[config.mk]
export PLATFORM = sky130hd
export DESIGN_NAME = adc_input_average_hysteresis_map
export DESIGN_NICKNAME = d
export VERILOG_FILES = /design/src/rtl/aiahm_pkg.sv /design/src/rtl/aiahm_ctrl.sv /design/src/rtl/aiahm_dp.sv /design/src/rtl/adc_input_average_hysteresis_map.sv
export SDC_FILE = /design/constraint.sdc
export NUM_CORES = 2
export LEC_CHECK = 0
export BUFFER_PORTS_ARGS = -buffer_cell sky130_fd_sc_hd__buf_2
export CAP_MARGIN = 20
export CORE_MARGIN = 4
export CORE_UTILIZATION = 64
export CTS_CLUSTER_DIAMETER = 100
export DETAILED_ROUTE_END_ITERATION = 8
export GPL_TIMING_DRIVEN = 0
export PLACE_DENSITY = 0.81
export SKIP_CTS_REPAIR_TIMING = 1
export SLEW_MARGIN = 20
export SYNTH_ARGS = -nofsm -noshare
export SYNTH_HDL_FRONTEND = slang
export SYNTH_SLANG_ARGS = --single-unit
[constraint.sdc]
create_clock -name aclk -period 12.7 [get_ports aclk]
set_input_delay 0 -clock aclk [delete_from_list [all_inputs] [get_ports aclk]]
set_output_delay 0 -clock aclk [all_outputs]
set_load 0.01 [all_outputs]
[src/rtl/aiahm_pkg.sv]
package aiahm_pkg;

    localparam int SAMPLE_W = 13;
    localparam int OUT_W    = 24;
    localparam int RATIO_W  = 24;
    localparam int THR_W    = 13;
    localparam int STEPS_W  = 7;
    localparam int IDX_W    = 3;
    localparam int FRAC_W   = 8;

    localparam int ADC_FULL_SCALE = 8192;
    localparam int MAX_STEPS      = 64;

    // accumulator holds at most MAX_STEPS full-scale samples
    localparam int SUM_W     = $clog2(MAX_STEPS * (2 ** SAMPLE_W - 1) + 1);
    localparam int CNT_W     = STEPS_W;
    localparam int DIV_CNT_W = $clog2(SUM_W);
    localparam int PROD_W    = SAMPLE_W + RATIO_W;
    localparam int MAP_W     = PROD_W - FRAC_W + 2;
    localparam int OUT_MAX_V = 2 ** (OUT_W - 1) - 1;

    localparam logic [IDX_W-1:0] REG_OUT_LOW       = 3'd0;
    localparam logic [IDX_W-1:0] REG_INVERSE_RATIO = 3'd1;
    localparam logic [IDX_W-1:0] REG_BORDER_THR    = 3'd2;
    localparam logic [IDX_W-1:0] REG_QUANTISE      = 3'd3;
    localparam logic [IDX_W-1:0] REG_AVERAGE_MODE  = 3'd4;
    localparam logic [IDX_W-1:0] REG_SMOOTH_STEPS  = 3'd5;

    typedef enum logic [2:0] {
        ST_IDLE,
        ST_ACC,
        ST_DIV,
        ST_THR,
        ST_MUL,
        ST_MAP,
        ST_EMIT
    } state_t;

    typedef struct packed {
        logic load;
        logic acc;
        logic div_step;
        logic thr;
        logic mul;
        logic map;
        logic commit;
    } ctrl_cmd_t;

    typedef struct packed {
        logic avg_mode;
        logic acc_done;
        logic div_last;
        logic thr_pass;
        logic out_free;
    } dp_stat_t;

    function automatic logic signed [OUT_W-1:0] sat_out(input logic signed [MAP_W-1:0] v);
        logic signed [MAP_W-1:0] hi;
        logic signed [MAP_W-1:0] lo;
        hi = MAP_W'(OUT_MAX_V);
        lo = ~hi;
        if (v > hi) begin
            return {1'b0, {(OUT_W-1){1'b1}}};
        end else if (v < lo) begin
            return {1'b1, {(OUT_W-1){1'b0}}};
        end else begin
            return v[OUT_W-1:0];
        end
    endfunction

    // whole units, rounded toward zero
    function automatic logic signed [OUT_W-1:0] trunc_whole(input logic signed [OUT_W-1:0] v);
        logic [OUT_W-FRAC_W-1:0] hi_part;
        hi_part = v[OUT_W-1:FRAC_W];
        if (v[OUT_W-1] && (v[FRAC_W-1:0] != '0)) begin
            hi_part = hi_part + 1'b1;
        end
        return {hi_part, {FRAC_W{1'b0}}};
    endfunction

endpackage

[src/rtl/aiahm_ctrl.sv]
module aiahm_ctrl (
    input  logic                 aclk,
    input  logic                 aresetn,
    input  logic                 s_valid,
    output logic                 s_ready,
    input  aiahm_pkg::dp_stat_t  stat,
    output aiahm_pkg::ctrl_cmd_t cmd
);
    import aiahm_pkg::*;

    state_t state_reg;
    state_t state_next;

    always_ff @(posedge aclk) begin
        if (!aresetn) begin
            state_reg <= ST_IDLE;
        end else begin
            state_reg <= state_next;
        end
    end

    always_comb begin
        state_next = state_reg;
        unique case (state_reg)
            ST_IDLE: begin
                if (s_valid) begin
                    state_next = stat.avg_mode ? ST_ACC : ST_MUL;
                end
            end
            ST_ACC:  state_next = stat.acc_done ? ST_DIV : ST_IDLE;
            ST_DIV:  state_next = stat.div_last ? ST_THR : ST_DIV;
            ST_THR:  state_next = stat.thr_pass ? ST_MUL : ST_IDLE;
            ST_MUL:  state_next = ST_MAP;
            ST_MAP:  state_next = ST_EMIT;
            ST_EMIT: state_next = stat.out_free ? ST_IDLE : ST_EMIT;
            default: state_next = ST_IDLE;
        endcase
    end

    always_comb begin
        cmd     = '0;
        s_ready = 1'b0;
        unique case (state_reg)
            ST_IDLE: begin
                s_ready  = 1'b1;
                cmd.load = s_valid;
            end
            ST_ACC:  cmd.acc      = 1'b1;
            ST_DIV:  cmd.div_step = 1'b1;
            ST_THR:  cmd.thr      = 1'b1;
            ST_MUL:  cmd.mul      = 1'b1;
            ST_MAP:  cmd.map      = 1'b1;
            ST_EMIT: cmd.commit   = stat.out_free;
            default: cmd          = '0;
        endcase
    end

endmodule

[src/rtl/aiahm_dp.sv]
module aiahm_dp (
    input  logic                                 aclk,
    input  logic                                 aresetn,
    input  logic                                 cfg_wr,
    input  logic [aiahm_pkg::IDX_W-1:0]          cfg_index,
    input  logic [aiahm_pkg::OUT_W-1:0]          cfg_data,
    input  logic [aiahm_pkg::SAMPLE_W-1:0]       s_sample,
    input  aiahm_pkg::ctrl_cmd_t                 cmd,
    output aiahm_pkg::dp_stat_t                  stat,
    input  logic                                 m_ready,
    output logic                                 m_valid,
    output logic                                 m_changed,
    output logic signed [aiahm_pkg::OUT_W-1:0]   m_mapped_value
);
    import aiahm_pkg::*;

    function automatic logic [SAMPLE_W-1:0] absdiff(input logic [SAMPLE_W-1:0] a,
                                                    input logic [SAMPLE_W-1:0] b);
        return (a > b) ? (a - b) : (b - a);
    endfunction

    // configuration
    logic signed [OUT_W-1:0]   out_low_reg;
    logic [RATIO_W-1:0]        inv_ratio_reg;
    logic [THR_W-1:0]          thr_reg;
    logic                      quant_reg;
    logic                      avg_mode_reg;
    logic [STEPS_W-1:0]        steps_reg;

    // item state
    logic [SAMPLE_W-1:0]       sample_reg;
    logic [SUM_W-1:0]          sum_reg;
    logic [SUM_W-1:0]          sum_next;
    logic [CNT_W-1:0]          cnt_reg;
    logic [CNT_W-1:0]          cnt_next;
    logic [SUM_W-1:0]          quo_reg;
    logic [STEPS_W-1:0]        rem_reg;
    logic [DIV_CNT_W-1:0]      div_cnt_reg;
    logic [SAMPLE_W-1:0]       mul_op_reg;
    logic [PROD_W-1:0]         prod_reg;
    logic signed [OUT_W-1:0]   fine_reg;
    logic signed [OUT_W-1:0]   whole_reg;
    logic                      hyst_reg;
    logic [SAMPLE_W-1:0]       vac_reg;
    logic [SAMPLE_W-1:0]       vac_next;
    logic signed [OUT_W-1:0]   cur_reg;
    logic signed [OUT_W-1:0]   cur_next;
    logic [SAMPLE_W-1:0]       prev_reg;
    logic [SAMPLE_W-1:0]       prev_next;
    logic                      m_valid_reg;
    logic                      m_changed_reg;
    logic signed [OUT_W-1:0]   m_mapped_reg;

    logic [STEPS_W-1:0]        steps_eff;
    logic [SAMPLE_W-1:0]       samp_clamp;
    logic [SUM_W-1:0]          sum_add;
    logic                      acc_done;
    logic [STEPS_W:0]          trial;
    logic                      trial_ge;
    logic [SAMPLE_W-1:0]       avg_z;
    logic [SAMPLE_W-1:0]       mul_src;
    logic signed [MAP_W-1:0]   fine_sum;
    logic signed [MAP_W-1:0]   whole_sum;
    logic signed [OUT_W-1:0]   whole_t;
    logic                      upd;

    always_comb begin
        if (steps_reg == '0) begin
            steps_eff = STEPS_W'(1);
        end else if (32'(steps_reg) > MAX_STEPS) begin
            steps_eff = STEPS_W'(MAX_STEPS);
        end else begin
            steps_eff = steps_reg;
        end
    end

    always_comb begin
        if (32'(sample_reg) > ADC_FULL_SCALE - 1) begin
            samp_clamp = SAMPLE_W'(ADC_FULL_SCALE - 1);
        end else begin
            samp_clamp = sample_reg;
        end
    end

    assign sum_add  = sum_reg + SUM_W'(sample_reg);
    assign acc_done = ({1'b0, cnt_reg} + 1'b1) >= {1'b0, steps_eff};

    // restoring divide, one quotient bit per cycle, MSB first
    assign trial    = {rem_reg, quo_reg[SUM_W-1]};
    assign trial_ge = trial >= {1'b0, steps_eff};

    // quotient never exceeds the sample range
    assign avg_z   = (quo_reg[SAMPLE_W-1:0] < thr_reg) ? '0 : quo_reg[SAMPLE_W-1:0];
    assign mul_src = avg_mode_reg ? mul_op_reg : samp_clamp;

    assign fine_sum  = $signed({2'b00, prod_reg[PROD_W-1:FRAC_W]}) + MAP_W'(out_low_reg);
    assign whole_sum = $signed({2'b00, prod_reg[PROD_W-1:2*FRAC_W], {FRAC_W{1'b0}}})
                       + MAP_W'(out_low_reg);
    assign whole_t   = trunc_whole(whole_reg);

    always_comb begin
        stat.avg_mode = avg_mode_reg;
        stat.acc_done = acc_done;
        stat.div_last = (div_cnt_reg == DIV_CNT_W'(SUM_W - 1));
        stat.thr_pass = absdiff(avg_z, vac_reg) > thr_reg;
        stat.out_free = !m_valid_reg || m_ready;
    end

    // accumulate, commit and config updates of the model state
    always_comb begin
        sum_next  = sum_reg;
        cnt_next  = cnt_reg;
        vac_next  = vac_reg;
        cur_next  = cur_reg;
        prev_next = prev_reg;
        upd       = 1'b0;

        if (cmd.acc) begin
            if (acc_done) begin
                sum_next = '0;
                cnt_next = '0;
            end else begin
                sum_next = sum_add;
                cnt_next = cnt_reg + 1'b1;
            end
        end

        if (cmd.commit) begin
            if (avg_mode_reg) begin
                upd      = 1'b1;
                vac_next = mul_op_reg;
                cur_next = fine_reg;
            end else begin
                prev_next = samp_clamp;
                if (quant_reg) begin
                    upd = (whole_t != cur_reg) && hyst_reg;
                    if (upd) begin
                        vac_next = samp_clamp;
                        cur_next = whole_t;
                    end
                end else begin
                    upd = (samp_clamp != prev_reg);
                    if (upd) begin
                        cur_next = fine_reg;
                    end
                end
            end
        end

        if (cfg_wr) begin
            if (cfg_index == REG_OUT_LOW) begin
                cur_next = cfg_data;
            end
            if ((cfg_index == REG_AVERAGE_MODE) || (cfg_index == REG_SMOOTH_STEPS)) begin
                sum_next = '0;
                cnt_next = '0;
            end
        end
    end

    always_ff @(posedge aclk) begin
        if (!aresetn) begin
            out_low_reg   <= '0;
            inv_ratio_reg <= RATIO_W'(65536);
            thr_reg       <= THR_W'(12);
            quant_reg     <= 1'b0;
            avg_mode_reg  <= 1'b0;
            steps_reg     <= STEPS_W'(1);
        end else if (cfg_wr) begin
            unique case (cfg_index)
                REG_OUT_LOW:       out_low_reg   <= cfg_data;
                REG_INVERSE_RATIO: inv_ratio_reg <= cfg_data;
                REG_BORDER_THR:    thr_reg       <= cfg_data[THR_W-1:0];
                REG_QUANTISE:      quant_reg     <= cfg_data[0];
                REG_AVERAGE_MODE:  avg_mode_reg  <= cfg_data[0];
                REG_SMOOTH_STEPS:  steps_reg     <= cfg_data[STEPS_W-1:0];
                default: ;
            endcase
        end
    end

    always_ff @(posedge aclk) begin
        if (!aresetn) begin
            sum_reg     <= '0;
            cnt_reg     <= '0;
            vac_reg     <= '0;
            cur_reg     <= '0;
            prev_reg    <= '0;
            m_valid_reg <= 1'b0;
        end else begin
            sum_reg  <= sum_next;
            cnt_reg  <= cnt_next;
            vac_reg  <= vac_next;
            cur_reg  <= cur_next;
            prev_reg <= prev_next;
            if (cmd.commit) begin
                m_valid_reg <= 1'b1;
            end else if (m_ready) begin
                m_valid_reg <= 1'b0;
            end
        end
    end

    always_ff @(posedge aclk) begin
        if (cmd.load) begin
            sample_reg <= s_sample;
        end
        if (cmd.acc) begin
            quo_reg     <= sum_add;
            rem_reg     <= '0;
            div_cnt_reg <= '0;
        end
        if (cmd.div_step) begin
            quo_reg     <= {quo_reg[SUM_W-2:0], trial_ge};
            rem_reg     <= trial_ge ? STEPS_W'(trial - {1'b0, steps_eff})
                                    : trial[STEPS_W-1:0];
            div_cnt_reg <= div_cnt_reg + 1'b1;
        end
        if (cmd.thr) begin
            mul_op_reg <= avg_z;
        end
        if (cmd.mul) begin
            prod_reg <= PROD_W'(mul_src) * PROD_W'(inv_ratio_reg);
        end
        if (cmd.map) begin
            fine_reg  <= sat_out(fine_sum);
            whole_reg <= sat_out(whole_sum);
            hyst_reg  <= absdiff(samp_clamp, vac_reg) > thr_reg;
        end
        if (cmd.commit) begin
            m_changed_reg <= upd;
            m_mapped_reg  <= cur_next;
        end
    end

    assign m_valid        = m_valid_reg;
    assign m_changed      = m_changed_reg;
    assign m_mapped_value = m_mapped_reg;

endmodule

[src/rtl/adc_input_average_hysteresis_map.sv]
// channel   dir   handshake            payload
// s_        in    s_valid / s_ready    s_sample[12:0]
// m_        out   m_valid / m_ready    m_changed, m_mapped_value[23:0] (signed Q16.8)
// cfg_      in    cfg_valid / cfg_ready cfg_index[2:0], cfg_data[23:0]
//
// One request at a time. Direct modes: an accepted sample passes the multiply, map
// and emit states. Averaging: a sample that does not close a block is only summed;
// the closing sample also runs the 19-step serial divider and a threshold state that
// drops it, with no result, if the mean stays inside the hysteresis band. Result
// sits in an output register; a stalled m_ready holds the block in its emit state.
// Synchronous active-low reset sets config defaults, clears FSM, model and m_valid.
module adc_input_average_hysteresis_map (
    input  logic                                 aclk,
    input  logic                                 aresetn,
    input  logic                                 s_valid,
    output logic                                 s_ready,
    input  logic [aiahm_pkg::SAMPLE_W-1:0]       s_sample,
    output logic                                 m_valid,
    input  logic                                 m_ready,
    output logic                                 m_changed,
    output logic signed [aiahm_pkg::OUT_W-1:0]   m_mapped_value,
    input  logic                                 cfg_valid,
    output logic                                 cfg_ready,
    input  logic [aiahm_pkg::IDX_W-1:0]          cfg_index,
    input  logic [aiahm_pkg::OUT_W-1:0]          cfg_data
);
    import aiahm_pkg::*;

    ctrl_cmd_t cmd;
    dp_stat_t  stat;

    assign cfg_ready = 1'b1;

    aiahm_ctrl u_ctrl (
        .aclk    (aclk),
        .aresetn (aresetn),
        .s_valid (s_valid),
        .s_ready (s_ready),
        .stat    (stat),
        .cmd     (cmd)
    );

    aiahm_dp u_dp (
        .aclk           (aclk),
        .aresetn        (aresetn),
        .cfg_wr         (cfg_valid && cfg_ready),
        .cfg_index      (cfg_index),
        .cfg_data       (cfg_data),
        .s_sample       (s_sample),
        .cmd            (cmd),
        .stat           (stat),
        .m_ready        (m_ready),
        .m_valid        (m_valid),
        .m_changed      (m_changed),
        .m_mapped_value (m_mapped_value)
    );

endmodule

# Yosys cells after proc, flatten, opt, wreduce, memory -nomap -nowiden
# Cells that the tools add are included.
# word_totals
output_inout_bits,28
in_bits,45
elab_cells,138
register_bits,318
# classes
n_eq_ne,15
n_mul,1
magnitude_cmp,12
reduce_logical,21
n_addsub,12
n_bitwise,1
n_mux,52
# ops
operator,n
$mux W24,9
$mux W19,6
$mux W13,7
$mux W7,9
$add A30 B24 Y31,2
$gt A31 B24 Y1 const B,2
$lt A31 B24 Y1 const B,2
$gt A13 B13 Y1,4
$sub A13 B13 Y13,4
$mul A13 B24 Y37,1
$ne A24 B24 Y1,1
$pmux W3 S7,1
$add A19 B13 Y19,1
$add A16 B1 Y16 const B,1
$ge A8 B7 Y1,2
$mux W16,1
$eq A3 B3 Y1 const B,5
$reduce_and A2 Y1,7
$lt A13 B13 Y1,1
$ne A13 B13 Y1,1
$eq A3 B2 Y1 const B,4
$mux W1,12
$mux W3,4
$mux W5,2
18 further kinds,25

# Logic depth before layout (Yosys ltp)
# depth
depth_word,11
mapped_depth,32
depth_no_buf,30

# Modules after synthesis
# A second synthesis with hierarchy kept.
# unflattened
cells_unflattened,3301
hier_area_um2,29389.4
# modules_own_cells
mod,area_each_um2,seq_area_each_um2,cells_each,n_inst
aiahm_dp,29141.7,7747.4,3268,1
aiahm_ctrl,236.5,60.1,31,1
adc_input_average_hysteresis_map,11.3,0.0,2,1

# Worst setup path after synthesis
# Ideal clock, no wire load.
# synth_timing
kind,reg-to-reg
startpoint,reg u_dp.avg_mode_reg
endpoint,reg u_dp.prod_reg[32] (data pin)
period_less_slack_ns,6.790
setup_slack_ns,5.910
path_buffers,3
t_arrival_ns,6.610
path_stages_with_launch,25
required_ns,12.520
setup_ns,0.180
cell_sequence,dfxtp_1 -> clkbuf_1 -> clkbuf_1 -> nand2_1 -> o21ai_1 -> clkbuf_1 -> nand2_1 -> fa_1 -> inv_1 -> fa_1 -> fa_1 -> inv_1 -> fa_1 -> fa_1 -> inv_1 -> ha_1 -> and3_1 -> o21ai_0 -> or4_1 -> a211oi_2 -> nor4_1 -> or3_1 -> a21oi_1 -> o21ai_0 -> a221oi_1
# synth_between
elab_chain_cells,2
# synth_lines
item,line,text
"start, declared",aiahm_dp.sv:27,logic avg_mode_reg;
"start signal, assigned",aiahm_dp.sv:175,REG_AVERAGE_MODE: avg_mode_reg <= cfg_data[0];
$mux W13,aiahm_dp.sv:94,assign mul_src = avg_mode_reg ? mul_op_reg : samp_clamp;
$mul A13 B24 Y37,aiahm_dp.sv:223,prod_reg <= PROD_W'(mul_src) * PROD_W'(inv_ratio_reg);
"end signal, assigned",aiahm_dp.sv:223,
"end, declared",aiahm_dp.sv:40,logic [PROD_W-1:0] prod_reg;
# No other way between the ends.
# A chain may end at the register's enable or synchronous reset.

# Worst setup path after layout
# layout_timing
startpoint,reg u_dp.avg_mode_reg
endpoint,reg u_dp.prod_reg[31] (data pin)
# The elaborated chain is that of the path after synthesis.

==> key figures <==
CTS
  • H-tree Lvls: 2
  • Clock-pin slew on the worst setup and hold paths: 0.06 ns
  • Deepest clock path buffer count: 3
  • Clock root cell: clkbuf_16
  • CTS tree: built
  • Sink Count: 310
  • Clock latency on the worst-skew pair: 0.57 ns
  • CTS Buf Count: 35

Setup path
  • Reg2reg path depth: 24
  • Delay of the slowest critical-path stage: 0.77 ns
  • Most used cell, CP: fa_1
  • Delay-heaviest family, CP: adder cells
  • Worst Setup SP: u_dp.avg_mode_reg
  • RR Startpoint: u_dp.avg_mode_reg
  • Crit path depth: 24
  • Worst-path cell chain: clkbuf_1 -> clkbuf_1 -> nand2_1 -> o21ai_2 -> clkbuf_1 -> nand2_1 -> fa_1 -> inv_1 -> fa_1 -> fa_1 -> inv_1 -> fa_1 -> fa_1 -> inv_1 -> ha_1 -> and3_1 -> o21ai_0 -> or4_1 -> a211oi_2 -> nor4_1 -> or3_1 -> nand3_1 -> a21oi_1 -> o311ai_1
  • Worst path buffer plus inverter count: 6
  • CP arrival: 9.23 ns
  • Slowest cell on the critical path: clkbuf_1
  • Max FO, Critical Path: 10
  • WS Path Type: reg -> reg
  • Critical path launch point type: flip-flop
  • Required time worst endpoint: 13.01 ns
  • Critical path capture point type: flip-flop

Hold path
  • Hold path depth: 5
  • Hold Crit Class: in -> reg
  • Hold Path Origin: cfg_valid

Synthesis
  • Synth Register Bits: 310
  • EDFF count, synth: 160
  • Cells after synthesis: 3440
  • Syn avg cell area: 8.79 um^2
  • Post-synth top flop: edfxtp_1
  • Syn Std Cell Area: 30200 um^2
  • Ys Warns: 0
  • Seq/Total Area, Yosys: 25.8%
  • Async SR Flop Fraction: 0%
  • Netlist cell types: 94
  • Mapped Nets: 3962

Power and ir drop
  • Tot Pwr: 3.08 mW
  • PD cells: 93.3 nW/um^2
  • LEAKAGE: 14.4 nW
  • Peak VDD IR: 83.6 uV

Run status
  • Status: finished, violations left
  • Failing checks: negative hold slack

STA
  • Final Hold Vio Count: 5
  • Worst relative slew slack: 24.5%
  • RSZ-0062 raised after global routing: no
  • Setup violations, final: 0
  • Peak Freq: 112 MHz
  • Final setup TNS: 0 ns
  • Clock Skews: 0.0193 ns
  • Slew @ Worst Pin: 1.10 ns
  • Final worst-path cycle share: 70.2%
  • Tmin final: 8.92 ns
  • Hold WS: -0.0327 ns
  • Slew Viols, Final: 0

Drt
  • Wire per inst: 22.4 um
  • ANT nets after route: 0
  • Met2 WL: 42800 um
  • Routed wire length on met3: 9890 um
  • Drt drc: 0
  • WL met1: 38300 um
  • Via count: 26900
  • Highest routed metal layer: met5
  • WL final: 94800 um
  • 1st-iter DRT viols: 3129
  • DR pass1 iterations: 7
  • Vias per cell: 6.36

Final layout
  • Commonest non-fill, non-tap cells in the layout: 547 x nand2_1, 319 x inv_1, 269 x a21oi_1, 249 x fa_1, 228 x ha_1
  • Nets: 4117
  • Layout area overhead: 9.34%
  • Number of flip-flops under the largest register name: 29
  • Most common cell after layout, fill and taps aside: nand2_1
  • Register area: 7810 um^2
  • Fill count: 3621
  • Multi-input logic area: 20500 um^2
  • Layout cells sized above 1: 5.99%
  • Antenna cells: 0

Place
  • Placer Congestion: 1.01
  • Number of port buffers: 71
  • Post-DP HPWL: 75800 um

Job
  • Max-Cap Viols: 0

Global routing
  • Overall Global Routing Usage: 36.7%
  • First-pass GRT wire length: 146000 um
  • Pin count of the biggest net entering global routing: 37
  • Initial antenna violation count: 1
  • Congestion Overflow GR: 0
  • Via count of the first global-routing pass: 26100

Floorplanning
  • Die Area: 50800 um^2
  • Overall die width: 225 um
  • Top Ports: 73
  • Core ar.: 46700 um^2
  • Core Rows: 79
  • Die height: 225 um
  • Initial Utilization: 64.8%
-- logic make-up after synthesis --
logic type / share of synthesized area [%]
other: 0.0124
XOR/XNOR: 4.54
buffers and inverters: 6.55
multiplexers: 2.66
flip-flops: 25.8
adder cells (fa/ha/maj): 25.9
AO/OA/AOI/OAI: 16.6
AND/OR/NAND/NOR: 17.8
-- metrics by stage --
step	setup slack (ns)	util (%)	std cells	area [um^2]	hold WS, ns
after floorplan	5.91	-	3440	30200	0.0989
after global placement	3.89	67.2	4118	31300	0.177
after detailed placement	3.67	67.3	4122	31400	0.178
after CTS	3.69	69.9	4186	32600	-0.402
after global routing	3.52	70.8	4229	33100	0.0210
final	3.78	70.8	4229	33100	-0.0327
-- power by group --
group,leakage [nW],switching [mW],internal [mW]
sequential,2.66,0.0506,1.11
clock,0.578,0.447,0.609
combinational,11.1,0.546,0.318
total,14.4,1.04,2.04
-- routing by layer --
| layer | GRT usage [%] | vias to the layer above |
|---|---|---|
| li1 | - | 12100 |
| met4 | 13.4 | 2 |
| met2 | 58.1 | 1613 |
| met5 | 0 | - |
| met3 | 7.11 | 270 |
| met1 | 50.6 | 12900 |
-- synth_stat cells, types with 74 or more instances --
master,count,area share (%)
edfxtp_1,160,16
a21oi_1,269,4.5
ha_1,228,9.4
fa_1,249,16
o21ai_0,114,1.9
a21o_1,74,1.8
xnor2_1,93,2.7
inv_1,319,4.0
nor2_1,150,1.9
dfxtp_1,150,9.9
nor2b_1,117,2.4
nand3_1,74,1.2
nand2_1,548,6.8
clkbuf_1,158,2.0
-- worst reg2reg max path, cell delays in order, from the launching register on --
cell and delay (ns):
dfxtp_1 0.50, clkbuf_1 0.77, clkbuf_1 0.75, nand2_1 0.18, o21ai_2 0.35, clkbuf_1 0.42, nand2_1 0.14, fa_1 0.57
inv_1 0.06, fa_1 0.49, fa_1 0.52, inv_1 0.05, fa_1 0.48, fa_1 0.56, inv_1 0.06, ha_1 0.35
and3_1 0.19, o21ai_0 0.08, or4_1 0.46, a211oi_2 0.34, nor4_1 0.13, or3_1 0.49, nand3_1 0.20, a21oi_1 0.13
o311ai_1 0.43
-- cell type report --
cell class	instances	area share (%)
multi-input cells	2621	61.9
flip-flops and latches	310	23.6
inverters	320	3.63
clock buffers	44	2.91
repair buffers	118	2.54
plain buffers	189	2.36
well taps	607	2.30
clock inverters	20	0.708
-- final timing paths --
check / slack, ns / endpoint
worst max-delay path: 3.78 / u_dp.prod_reg[31]
worst min-delay path: -0.03 / u_dp.thr_reg[12]
worst max register to register: 3.78 / u_dp.prod_reg[31]
worst min register to register: 0.45 / u_dp.thr_reg[6]
Power figures use the tool's default switching activity.
